--- src/rtl/core/pidc_pkg.sv ---
// ----------------------------------------------------------------------------
// PID step unit package
// Shared types, widths and codes for the PID step unit.
// ----------------------------------------------------------------------------
package pidc_pkg;

   localparam int FRAC_BITS = 16;
   localparam int DATA_W    = 32;
   localparam int BAND_W    = 31;
   localparam int CSR_IDX_W = 3;

   typedef enum logic [CSR_IDX_W-1:0] {
      CSR_SETPOINT   = 3'd0,
      CSR_PROP_GAIN  = 3'd1,
      CSR_INTEG_GAIN = 3'd2,
      CSR_DERIV_GAIN = 3'd3,
      CSR_INTEG_BAND = 3'd4
   } csr_index_type;

   typedef struct packed {
      logic signed [DATA_W-1:0] measurement;
      logic        [DATA_W-1:0] elapsed_time;
   } req_payload_type;

   typedef struct packed {
      logic signed [DATA_W-1:0] control_out;
      logic signed [DATA_W-1:0] prop_term;
      logic signed [DATA_W-1:0] integ_term;
      logic signed [DATA_W-1:0] deriv_term;
      logic                     zero_dt_flag;
      logic                     saturated_flag;
   } rsp_payload_type;

   // Serial multiply: 34 x 34 bit signed operands, one bit a cycle.
   localparam int MUL_W   = 34;
   localparam int PROD_W  = 2 * MUL_W;
   localparam int MCNT_W  = 6;
   // Serial divide: 50-bit dividend magnitude, one quotient bit a cycle.
   localparam int DIVN_W  = DATA_W + 1 + FRAC_BITS + 1;
   localparam int DCNT_W  = 6;

   typedef enum logic [3:0] {
      ST_IDLE,
      ST_ERR,
      ST_PMUL,
      ST_AMUL,
      ST_IMUL,
      ST_IACC,
      ST_DIV,
      ST_DMUL,
      ST_SUM,
      ST_OUT
   } seq_state_type;

   function automatic logic signed [DATA_W-1:0] sat32(input logic signed [PROD_W-1:0] v,
                                                      output logic clip);
      logic signed [PROD_W-1:0] hi;
      logic signed [PROD_W-1:0] lo;
      hi = PROD_W'(signed'(32'sh7fffffff));
      lo = PROD_W'(signed'(32'sh80000000));
      clip = 1'b0;
      if (v > hi) begin
         clip = 1'b1;
         sat32 = 32'sh7fffffff;
      end else if (v < lo) begin
         clip = 1'b1;
         sat32 = 32'sh80000000;
      end else begin
         sat32 = v[DATA_W-1:0];
      end
   endfunction

endpackage

--- src/rtl/core/pidc_mul.sv ---
// ----------------------------------------------------------------------------
// PID serial multiplier
// Signed shift-and-add multiplier, one multiplier bit per cycle.
// ----------------------------------------------------------------------------
module pidc_mul import pidc_pkg::*; (
   input  logic                     clock,
   input  logic                     reset,
   input  logic                     start,
   input  logic signed [MUL_W-1:0]  op_a,
   input  logic signed [MUL_W-1:0]  op_b,
   output logic                     done,
   output logic signed [PROD_W-1:0] product
);

   logic              busy_ff, busy_in;
   logic [MCNT_W-1:0] cnt_ff, cnt_in;
   logic [PROD_W-1:0] acc_ff, acc_in;
   logic [MUL_W-1:0]  mplr_ff, mplr_in;
   logic [PROD_W-1:0] mcand_ff, mcand_in;
   logic              done_ff, done_in;

   // Operands are two's complement; sign-extended to the product width the
   // shift-and-add gives the exact product modulo 2^PROD_W.
   always_comb begin
      busy_in  = busy_ff;
      cnt_in   = cnt_ff;
      acc_in   = acc_ff;
      mplr_in  = mplr_ff;
      mcand_in = mcand_ff;
      done_in  = 1'b0;
      if (start) begin
         busy_in  = 1'b1;
         cnt_in   = '0;
         acc_in   = '0;
         mplr_in  = op_b;
         mcand_in = PROD_W'(op_a);
      end else if (busy_ff) begin
         if (mplr_ff[0]) begin
            acc_in = acc_ff + mcand_ff;
         end
         mplr_in  = {mplr_ff[MUL_W-1], mplr_ff[MUL_W-1:1]};
         mcand_in = {mcand_ff[PROD_W-2:0], 1'b0};
         cnt_in   = cnt_ff + 1'b1;
         if (cnt_ff == MCNT_W'(MUL_W - 1)) begin
            // Last bit carries negative weight.
            if (mplr_ff[0]) begin
               acc_in = acc_ff - mcand_ff;
            end
            busy_in = 1'b0;
            done_in = 1'b1;
         end
      end
   end

   always_ff @(posedge clock) begin
      if (reset) begin
         busy_ff <= 1'b0;
         done_ff <= 1'b0;
         cnt_ff  <= '0;
      end else begin
         busy_ff <= busy_in;
         done_ff <= done_in;
         cnt_ff  <= cnt_in;
      end
      acc_ff   <= acc_in;
      mplr_ff  <= mplr_in;
      mcand_ff <= mcand_in;
   end

   assign done    = done_ff;
   assign product = signed'(acc_ff);

endmodule

--- src/rtl/core/pidc_div.sv ---
// ----------------------------------------------------------------------------
// PID serial divider
// Unsigned restoring divider, one quotient bit per cycle.
// ----------------------------------------------------------------------------
module pidc_div import pidc_pkg::*; (
   input  logic              clock,
   input  logic              reset,
   input  logic              start,
   input  logic [DIVN_W-1:0] dividend,
   input  logic [DATA_W-1:0] divisor,
   output logic              done,
   output logic [DIVN_W-1:0] quotient
);

   logic              busy_ff, busy_in;
   logic              done_ff, done_in;
   logic [DCNT_W-1:0] cnt_ff, cnt_in;
   logic [DIVN_W-1:0] quo_ff, quo_in;
   logic [DATA_W:0]   rem_ff, rem_in;
   logic [DATA_W-1:0] dsr_ff, dsr_in;
   logic [DATA_W:0]   trial;

   always_comb begin
      busy_in = busy_ff;
      done_in = 1'b0;
      cnt_in  = cnt_ff;
      quo_in  = quo_ff;
      rem_in  = rem_ff;
      dsr_in  = dsr_ff;
      trial   = '0;
      if (start) begin
         busy_in = 1'b1;
         cnt_in  = '0;
         quo_in  = dividend;
         rem_in  = '0;
         dsr_in  = divisor;
      end else if (busy_ff) begin
         trial = {rem_ff[DATA_W-1:0], quo_ff[DIVN_W-1]};
         if (trial >= {1'b0, dsr_ff}) begin
            rem_in = trial - {1'b0, dsr_ff};
            quo_in = {quo_ff[DIVN_W-2:0], 1'b1};
         end else begin
            rem_in = trial;
            quo_in = {quo_ff[DIVN_W-2:0], 1'b0};
         end
         cnt_in = cnt_ff + 1'b1;
         if (cnt_ff == DCNT_W'(DIVN_W - 1)) begin
            busy_in = 1'b0;
            done_in = 1'b1;
         end
      end
   end

   always_ff @(posedge clock) begin
      if (reset) begin
         busy_ff <= 1'b0;
         done_ff <= 1'b0;
         cnt_ff  <= '0;
      end else begin
         busy_ff <= busy_in;
         done_ff <= done_in;
         cnt_ff  <= cnt_in;
      end
      quo_ff <= quo_in;
      rem_ff <= rem_in;
      dsr_ff <= dsr_in;
   end

   assign done     = done_ff;
   assign quotient = quo_ff;

endmodule

--- src/rtl/core/pid_controller_step_unit.sv ---
// ----------------------------------------------------------------------------
// PID controller step unit
// Trapezoidal-integral PID step in signed Q16.16 with saturation.
// ----------------------------------------------------------------------------
// One item is worked at a time. An item's work is four passes of the
// bit-serial 34-bit multiplier (P, trapezoid area, I and D), one pass of the
// bit-serial 50-bit divider for the error rate, and the sequencing steps
// ERR, IACC, SUM and OUT. With a zero elapsed time the divide and the D
// multiply are skipped; with the error outside the band the area and I
// multiplies and the integral update are skipped; with both, all of these
// are skipped. A new item is taken only in the idle state, once the result
// register has been handed on or is empty.
module pid_controller_step_unit import pidc_pkg::*; (
   input  logic                 clock,
   input  logic                 reset,
   input  logic                 csr_write_enable,
   input  logic [CSR_IDX_W-1:0] csr_index,
   input  logic [DATA_W-1:0]    csr_write_data,
   input  logic                 req_valid,
   output logic                 req_stall,
   input  req_payload_type      req_payload,
   output logic                 rsp_valid,
   input  logic                 rsp_stall,
   output rsp_payload_type      rsp_payload
);

   logic signed [DATA_W-1:0] setpoint_ff, prop_gain_ff, integ_gain_ff, deriv_gain_ff;
   logic [BAND_W-1:0]        integ_band_ff;
   logic signed [DATA_W-1:0] last_error_ff, integral_acc_ff;

   seq_state_type state_ff, state_in;

   logic signed [DATA_W-1:0] meas_ff;
   logic [DATA_W-1:0]        dt_ff;
   logic signed [DATA_W-1:0] err_ff, pterm_ff, dterm_ff;
   logic                     clip_ff, inband_ff, neg_ff;
   logic signed [PROD_W-1:0] acc_ff;
   logic                     rsp_valid_ff;
   rsp_payload_type          rsp_ff;

   logic                     mul_start, div_start;
   logic signed [MUL_W-1:0]  mul_a, mul_b;
   logic                     mul_done, div_done;
   logic signed [PROD_W-1:0] mul_p;
   logic [DIVN_W-1:0]        div_n, div_q;

   logic                     accept;

   // Combinational helpers.
   logic signed [PROD_W-1:0] err_wide, diff_wide, sum_wide;
   logic signed [PROD_W-1:0] prod_sh, area_s, rate_s;
   logic [PROD_W-1:0]        area_q;
   logic signed [DATA_W-1:0] err_sat, sat_prod, area_sat, rate_sat, integ_sat, sum_sat;
   logic                     err_clip, prod_clip, area_clip, rate_clip, integ_clip, sum_clip;
   logic signed [DATA_W+1:0] band_s, trap_s;
   logic [DATA_W:0]          trap_mag;

   assign accept    = req_valid && !req_stall;
   assign req_stall = (state_ff != ST_IDLE) || (rsp_valid_ff && rsp_stall);

   pidc_mul u_mul (
      .clock(clock), .reset(reset), .start(mul_start),
      .op_a(mul_a), .op_b(mul_b), .done(mul_done), .product(mul_p)
   );

   pidc_div u_div (
      .clock(clock), .reset(reset), .start(div_start),
      .dividend(div_n), .divisor(dt_ff), .done(div_done), .quotient(div_q)
   );

   assign err_wide  = PROD_W'(setpoint_ff) - PROD_W'(meas_ff);
   assign band_s    = (DATA_W+2)'({1'b0, integ_band_ff});
   assign trap_s    = (DATA_W+2)'(last_error_ff) + (DATA_W+2)'(err_ff);
   assign trap_mag  = trap_s[DATA_W+1] ? (DATA_W+1)'(-trap_s) : trap_s[DATA_W:0];
   assign diff_wide = PROD_W'(err_ff) - PROD_W'(last_error_ff);
   assign sum_wide  = PROD_W'(pterm_ff) + PROD_W'(integral_acc_ff) + PROD_W'(dterm_ff);

   // Saturation of every stage, ready in the cycle its unit finishes so that
   // the next multiply can start on it straight away.
   always_comb begin
      err_sat  = sat32(err_wide, err_clip);
      prod_sh  = mul_p >>> FRAC_BITS;
      sat_prod = sat32(prod_sh, prod_clip);
      // Floor of signed area: ceil of magnitude when negative.
      area_q = unsigned'(mul_p) >> (FRAC_BITS + 1);
      if (neg_ff && (mul_p[FRAC_BITS:0] != '0)) area_q = area_q + 1'b1;
      area_s   = neg_ff ? -signed'(area_q) : signed'(area_q);
      area_sat = sat32(area_s, area_clip);
      rate_s   = diff_wide[PROD_W-1] ? -signed'(PROD_W'(div_q)) : signed'(PROD_W'(div_q));
      rate_sat = sat32(rate_s, rate_clip);
      integ_sat = sat32(acc_ff, integ_clip);
      sum_sat   = sat32(sum_wide, sum_clip);
   end

   // Next state.
   always_comb begin
      state_in = state_ff;
      case (state_ff)
         ST_IDLE: if (accept) state_in = ST_ERR;
         ST_ERR:  state_in = ST_PMUL;
         ST_PMUL: if (mul_done) state_in = inband_ff ? ST_AMUL :
                                           ((dt_ff == '0) ? ST_SUM : ST_DIV);
         ST_AMUL: if (mul_done) state_in = ST_IMUL;
         ST_IMUL: if (mul_done) state_in = ST_IACC;
         ST_IACC: state_in = (dt_ff == '0) ? ST_SUM : ST_DIV;
         ST_DIV:  if (div_done) state_in = ST_DMUL;
         ST_DMUL: if (mul_done) state_in = ST_SUM;
         ST_SUM:  state_in = ST_OUT;
         ST_OUT:  state_in = ST_IDLE;
         default: state_in = ST_IDLE;
      endcase
   end

   // Unit start pulses on entry to each step.
   always_comb begin
      mul_start = 1'b0;
      div_start = 1'b0;
      mul_a     = '0;
      mul_b     = '0;
      div_n     = '0;
      if (state_ff != state_in) begin
         case (state_in)
            ST_PMUL: begin
               mul_start = 1'b1;
               mul_a = MUL_W'(prop_gain_ff);
               mul_b = MUL_W'(err_sat);
            end
            ST_AMUL: begin
               mul_start = 1'b1;
               mul_a = MUL_W'({1'b0, trap_mag});
               mul_b = MUL_W'({1'b0, dt_ff});
            end
            ST_IMUL: begin
               mul_start = 1'b1;
               mul_a = MUL_W'(integ_gain_ff);
               mul_b = MUL_W'(area_sat);
            end
            ST_DIV: begin
               div_start = 1'b1;
               div_n = DIVN_W'((diff_wide[PROD_W-1] ? -diff_wide : diff_wide)
                               <<< FRAC_BITS);
            end
            ST_DMUL: begin
               mul_start = 1'b1;
               mul_a = MUL_W'(deriv_gain_ff);
               mul_b = MUL_W'(rate_sat);
            end
            default: begin
               mul_start = 1'b0;
            end
         endcase
      end
   end

   // Datapath registers.
   always_ff @(posedge clock) begin
      if (reset) begin
         state_ff        <= ST_IDLE;
         rsp_valid_ff    <= 1'b0;
         setpoint_ff     <= '0;
         prop_gain_ff    <= '0;
         integ_gain_ff   <= '0;
         deriv_gain_ff   <= '0;
         integ_band_ff   <= BAND_W'(3 << FRAC_BITS);
         last_error_ff   <= '0;
         integral_acc_ff <= '0;
      end else begin
         state_ff <= state_in;
         if (csr_write_enable) begin
            case (csr_index)
               CSR_SETPOINT:   setpoint_ff   <= csr_write_data;
               CSR_PROP_GAIN:  prop_gain_ff  <= csr_write_data;
               CSR_INTEG_GAIN: integ_gain_ff <= csr_write_data;
               CSR_DERIV_GAIN: deriv_gain_ff <= csr_write_data;
               CSR_INTEG_BAND: integ_band_ff <= csr_write_data[BAND_W-1:0];
               default: ;
            endcase
         end
         if (rsp_valid_ff && !rsp_stall) rsp_valid_ff <= 1'b0;
         case (state_ff)
            ST_IDLE: if (accept) begin
               meas_ff <= req_payload.measurement;
               dt_ff   <= req_payload.elapsed_time;
               clip_ff <= 1'b0;
               dterm_ff <= '0;
            end
            ST_ERR: begin
               err_ff    <= err_sat;
               clip_ff   <= err_clip;
               inband_ff <= ((DATA_W+2)'(err_sat) > -band_s) &&
                            ((DATA_W+2)'(err_sat) < band_s);
            end
            ST_PMUL: if (mul_done) begin
               pterm_ff <= sat_prod;
               clip_ff  <= clip_ff | prod_clip;
               neg_ff   <= trap_s[DATA_W+1];
            end
            ST_AMUL: if (mul_done) begin
               clip_ff <= clip_ff | area_clip;
            end
            ST_IMUL: if (mul_done) begin
               acc_ff  <= PROD_W'(integral_acc_ff) + PROD_W'(sat_prod);
               clip_ff <= clip_ff | prod_clip;
            end
            ST_IACC: if (inband_ff) begin
               integral_acc_ff <= integ_sat;
               clip_ff <= clip_ff | integ_clip;
            end
            ST_DIV: if (div_done) begin
               clip_ff <= clip_ff | rate_clip;
            end
            ST_DMUL: if (mul_done) begin
               dterm_ff <= sat_prod;
               clip_ff  <= clip_ff | prod_clip;
            end
            ST_SUM: begin
               rsp_ff.control_out    <= sum_sat;
               rsp_ff.prop_term      <= pterm_ff;
               rsp_ff.integ_term     <= integral_acc_ff;
               rsp_ff.deriv_term     <= dterm_ff;
               rsp_ff.zero_dt_flag   <= (dt_ff == '0);
               rsp_ff.saturated_flag <= clip_ff | sum_clip;
               last_error_ff         <= err_ff;
            end
            ST_OUT: rsp_valid_ff <= 1'b1;
            default: ;
         endcase
      end
   end

   assign rsp_valid   = rsp_valid_ff;
   assign rsp_payload = rsp_ff;

endmodule

--- config.mk ---
export PLATFORM = sky130hd
export DESIGN_NAME = pid_controller_step_unit
export DESIGN_NICKNAME = d
export VERILOG_FILES = /design/src/rtl/core/pidc_pkg.sv /design/src/rtl/core/pidc_mul.sv /design/src/rtl/core/pidc_div.sv /design/src/rtl/core/pid_controller_step_unit.sv
export SDC_FILE = /design/constraint.sdc
export NUM_CORES = 2
export LEC_CHECK = 0
export BUFFER_PORTS_ARGS = -buffer_cell sky130_fd_sc_hd__buf_2
export CORE_MARGIN = 3
export CORE_UTILIZATION = 50
export DETAILED_ROUTE_END_ITERATION = 6
export PLACE_DENSITY_LB_ADDON = 0.12
export SYNTH_ARGS = -nofsm -noshare
export SYNTH_HDL_FRONTEND = slang
export SYNTH_SLANG_ARGS = --single-unit
--- constraint.sdc ---
create_clock -name clock -period 8.4 [get_ports clock]
set_input_delay 0.42 -clock clock [delete_from_list [all_inputs] [get_ports clock]]
set_output_delay 0.42 -clock clock [all_outputs]
set_load 0.05 [all_outputs]
# After elaboration in Yosys (flattened, before gate mapping)
# Cells that the tools add are included.
[classes]
bitwise = 8
reduce_logical = 37
add_sub_neg = 17
n_eq_ne = 27
magnitude_cmp = 15
mux = 77
[op_table]
columns = ["cell", "count"]
rows = [
  ["$mux W68", 7],
  ["$mux W32", 14],
  ["$pmux W34 S4", 2],
  ["$gt A68 B32 Y1 const B", 3],
  ["$lt A68 B32 Y1 const B", 3],
  ["$mux W50", 4],
  ["$mux W34", 4],
  ["$add A32 B32 Y33", 3],
  ["$add A68 B68 Y68", 1],
  ["$neg A50 Y68", 1],
  ["$neg A68 Y68", 1],
  ["$sub A68 B68 Y68", 1],
  ["$mux W33", 2],
  ["$sub A32 B32 Y33", 2],
  ["$pmux W32 S2", 1],
  ["$add A51 B1 Y52 const B", 1],
  ["$gt A52 B32 Y1 const B", 1],
  ["$lt A52 B32 Y1 const B", 1],
  ["$mux W52", 1],
  ["$pmux W4 S9", 1],
  ["$add A33 B32 Y34", 1],
  ["$gt A32 B34 Y1", 1],
  ["$gt A34 B32 Y1 const B", 1],
  ["$lt A34 B32 Y1 const B", 1],
  ["other kinds (42)", 123],
]
[totals]
out_inout_bits = 132
word_cells = 218
ff_bits = 889
input_bits = 104

# Longest topological paths before layout
[logic_depth]
ltp_word = 11
ltp_mapped = 28
mapped_depth_nobuf = 27

# Cells and area by module
# From an unflattened synthesis, not the netlist that was laid out.
[unflattened]
cells_unflattened = 6917
hier_area_um2 = 60056.3
[by_module_without_submodules]
columns = ["module", "n_inst", "area_each_um2", "cells_per_inst", "seq_area_each_um2"]
rows = [
  ["pid_controller_step_unit", 1, 38125.3, 4374, 14353.8],
  ["pidc_mul", 1, 15140.8, 1921, 4584.4],
  ["pidc_div", 1, 6790.3, 622, 3263.1],
]

# Least setup slack after synthesis
# Ideal clock, no wire load.
[synth_path]
path_type = "register to register"
start = "register state_ff[0]"
end = "register rsp_ff (netlist bit rsp_payload[0]), enable pin"
n_path_buf = 2
setup_slack_ns = 1.296
arrival_ns = 6.483
period_less_slack_ns = 7.104
setup_ns = 0.621
required_time_ns = 7.779
stages_incl_launch_ff = 6
path_cell_list = "dfxtp_1 > clkbuf_1 > nor2_1 > nand2_1 > clkbuf_1 > nor2_1"
[synth_via]
elab_chain_len = 2
[synth_lines]
columns = ["element", "line_no", "rtl"]
rows = [
  ["start: declaration", "pid_controller_step_unit.sv:31", "seq_state_type state_ff, state_in;"],
  ["start signal: assignment", "pid_controller_step_unit.sv:168", "state_ff <= state_in;"],
  ["$eq A4 B4 Y1", "pid_controller_step_unit.sv:180", "case (state_ff)"],
  ["$reduce_and A2 Y1 (no line)", "-", ""],
  ["end: declaration", "pid_controller_step_unit.sv:39", "rsp_payload_type rsp_ff;"],
]
# Every way passes these cells.
# A chain may end at the register's enable or synchronous reset.

# Worst setup path in the final report
[layout_path]
start = "register u_mul.acc_ff[50] (netlist: u_mul.product[50])"
end = "register acc_ff[31], data pin"
[layout_via]
elab_chain_len = 4
word_cells_on_any_way = 5
cone_classes = "1 x add/sub; 2 x order compare; 2 x mux"
[layout_lines]
columns = ["element", "line_no", "rtl"]
rows = [
  ["start: declaration", "pidc_mul.sv:17", "logic [PROD_W-1:0] acc_ff, acc_in;"],
  ["start signal: assignment", "pidc_mul.sv:65", "acc_ff <= acc_in;"],
  ["$lt A52 B32 Y1", "pidc_pkg.sv:65", "end else if (v < lo) begin"],
  ["$mux W32", "pidc_pkg.sv:65", ""],
  ["$mux W32 (*)", "pidc_pkg.sv:62", "if (v > hi) begin"],
  ["via sat_prod[1]", "pid_controller_step_unit.sv:53", "logic signed [DATA_W-1:0] err_sat, sat_prod, area_sat, rate_sat, integ_sat, sum_sat;"],
  ["$add A32 B32 Y33 (*)", "pid_controller_step_unit.sv:202", "acc_ff <= PROD_W'(integral_acc_ff) + PROD_W'(sat_prod);"],
  ["end signal: assignment", "pid_controller_step_unit.sv:202", ""],
  ["end: declaration", "pid_controller_step_unit.sv:37", "logic signed [PROD_W-1:0] acc_ff;"],
]
# Mark *: on every way through the listed nets, which the timed path passes. The rest lies on a longest branch.

==> results.cfg <==
[status]
status = finished, violations left
violations = design-rule violations

[cells_and_area]
drive_gt1_frac = 0.0846
num_antenna_cells = 0
synthToLayoutAreaGrowth_pct = 11.2
layout.cells.most_common = nand2_1
stdcell_count = 8193
final_cell_mix = nand2_1, a21oi_1, edfxtp_1
layout.nets = 7153
final_core_util = 0.562

[cts]
postCtsSetupRepairBufs = 0
cts_tree = built
h-tree-depth = 3
cts_max_path_buffers = 3
numCtsBuffers = 97
clk_pin_slew_ns = 0.06
clk_latency_ns = 0.70
cts_sinks = 854
cts_root_buf = clkbuf_16

[flow_run]
cap_violations = 0

[die]
rows = 123
die_area_sq_um = 118000
io_pins = 236
fp.dieW_um = 344
die_y_um = 344
coreArea_sq_um = 113000
initial_utilization = 0.505

[worst_hold_path]
min_from = csr_write_data[1]
hold_depth = 3
min_path_type = in2reg

[grt]
overflow = 0
grt_usage = 0.293
antenna_found_initial = 1
grt_pass1_wl_mm = 271
grt_pass1_vias = 46000
grt_max_degree = 99

[sta]
worst_slew_pin_slew_ns = 1.25
fmax_mhz = 144
finalSetupViolations = 0
finClkSkew_ns = 0.0303
period_minus_slack_ns = 6.96
finalHoldViolations = 0
rsz0062_at_grt = no
setup-tns-final_ns = 0
fin_crit_sh = 0.828
drv_slew = 0
relSlewSlack = 0.170

[power]
powerDensity_nw_per_um2 = 244
ir_worst_vdd_mv = 0.187
leakagePower_nw = 24.7

[drt]
ant_nets = 0
drc = 1
vias = 48900
detail_route.iter0.violations = 3975
first_pass_iters = 7
avgRoutedWirePerCell_um = 21.7
drt-total-wl_mm = 178
detail_route.vias_per_cell = 5.97

[synth]
async_reset_ff_frac = 0
avgSynthCellArea_sq_um = 8.77
syn-cell-area_sq_um = 57000
seq_area_frac_synth = 0.390
synth_top_flop_cell = edfxtp_1
yosysWarningCount = 0
syn_nets = 7036
synth-edff-count = 510
synth_cell_types = 105
netlist_instances = 6495
synth_seq_cells = 854

[critical_path]
startpoint = u_mul.product[50]
path_class = reg2reg
cp_data_arrival_time_ns = 7.39
crit_fanout = 11
endpoint_kind = flip-flop
start_kind = flip-flop
rr_worst_depth = 24
worstPathRequired_ns = 8.83
reg2reg_from = u_mul.product[50]

[place]
hpwl_mm = 133
dpl.cell_count = 7948
port_buffers = 235
gp_congestion = 1.00
==> worst max-delay path, stage by stage, from the launching register on <==
cell,delay (ns)
dfxtp_1,0.59
and4_1,0.33
nand4_1,0.14
or3_1,0.33
nor4_1,0.44
nand2_1,0.16
nand2_1,0.43
nand2_1,0.10
nand2_1,0.17
ha_1,0.25
a21o_1,0.17
a21oi_1,0.21
o21ai_0,0.22
o211ai_1,0.31
a21oi_1,0.14
o31ai_1,0.51
o21ai_0,0.26
or4_1,0.45
a41o_1,0.26
a21oi_1,0.14
nor2b_1,0.07
o41ai_1,0.57
o31ai_1,0.14
a21oi_1,0.21
xnor2_1,0.08
==> kinds of logic after synthesis <==
kind of cell,count (synthesis),synth area share
muxes,60,0.0107
xor gates and xnor gates,432,0.0667
DFF,854,0.390
AOI/OAI and AO/OA,1840,0.205
and+or+nand+nor,2161,0.178
adders and majority gates,442,0.102
buffers and inverters,706,0.0476
==> cell type report <==
cell class	instances	area, sq um
well taps	1500	1880
repair buffers	373	2380
clock buffers	129	2680
fillers	10200	49400
inverters	351	1320
multi-input cells	4935	32200
clock inverters	51	706
flip-flops and latches	854	22200
==> repair_timing <==
action	4_1_cts	5_1_grt
hold buffers	65	0
endpoints found under the hold margin	66	0
gates resized for setup	0	0
==> worst paths after layout <==
check | slack, ns | end
worst min register to register | 0.45 | deriv_gain_ff[6]
worst max-delay path | 1.44 | acc_ff[31]
worst max register to register | 1.44 | acc_ff[31]
worst min-delay path | 0.05 | setpoint_ff[1]
==> stage by stage <==
stage	area (sq um)	worst slack (ns)	hold WS (ns)	total power [mW]
2_1_floorplan	57000	1.30	0.436	9.30
3_3_place_gp	59300	1.59	0.442	10.8
3_5_place_dp	59300	1.46	0.446	10.9
4_1_cts	63400	1.44	0.00684	15.4
5_1_grt	63400	0.886	0.0351	16.3
6_report	63400	1.44	0.0514	15.4
==> flip-flops by register name (all words and copies together), names as in the netlist, 4 cells and up, named ones only <==
name and count:
u_mul.mplr_ff 34, meas_ff 32, pterm_ff 32, integ_gain_ff 32, acc_ff 33, u_mul.cnt_ff 6
dterm_ff 32, last_error_ff 32, integral_acc_ff 32, prop_gain_ff 32, deriv_gain_ff 32, u_mul.mcand_ff 68
u_mul.product 67, dt_ff 32, state_ff 4, integ_band_ff 31, err_ff 32, setpoint_ff 32
rsp_payload 130, u_div.cnt_ff 6, u_div.dsr_ff 32, u_div.quotient 50, u_div.rem_ff 32
==> routing by layer <==
metal | wire (um) | share of wire | track usage | vias up
met3 | 11800 | 0.066 | 0.0424 | 317
met1 | 76700 | 0.43 | 0.395 | 23400
met4 | 7880 | 0.044 | 0.124 | 0
li1 | - | - | - | 23600
met2 | 81300 | 0.46 | 0.472 | 1653
met5 | 0 | 0 | 0 | -
==> report_power, final <==
group          switching [mW]  leakage [nW]  internal (mW)
Sequential              0.526          7.48           4.87
Clock                    1.81          1.63           2.68
Combinational            3.47          15.6           2.08
Total                    5.81          24.7           9.64
==> synth_stat cells (33+ instances only) <==
cell      count  area share
a31oi_1      45      0.0049
nand3_1     115       0.010
o31ai_1      52      0.0069
ha_1        397       0.087
and2_1       77      0.0085
fa_1         40       0.014
nand4_1      68      0.0075
or2_2        33      0.0036
o21ai_0     337       0.030
and3_1       54      0.0059
nand2_1     838       0.055
a221oi_1     34      0.0052
nor4_1       55      0.0060
or3_1        53      0.0058
o22ai_1      41      0.0045
xnor2_1     271       0.042
clkbuf_1    307       0.020
nor2_1      502       0.033
a211oi_1    107       0.014
a21boi_0     54      0.0071
inv_1       349       0.023
nand2b_1     61      0.0067
xor2_1      159       0.024
o21bai_1     70      0.0092
a22o_1       37      0.0057
nor2b_1      51      0.0056
mux2i_1      55      0.0097
a21o_1       96       0.013
edfxtp_1    510        0.27
nor3_1      129       0.011
a21oi_1     664       0.058
dfxtp_1     344        0.12
Note: power is estimated with default switching activity, not from simulation.
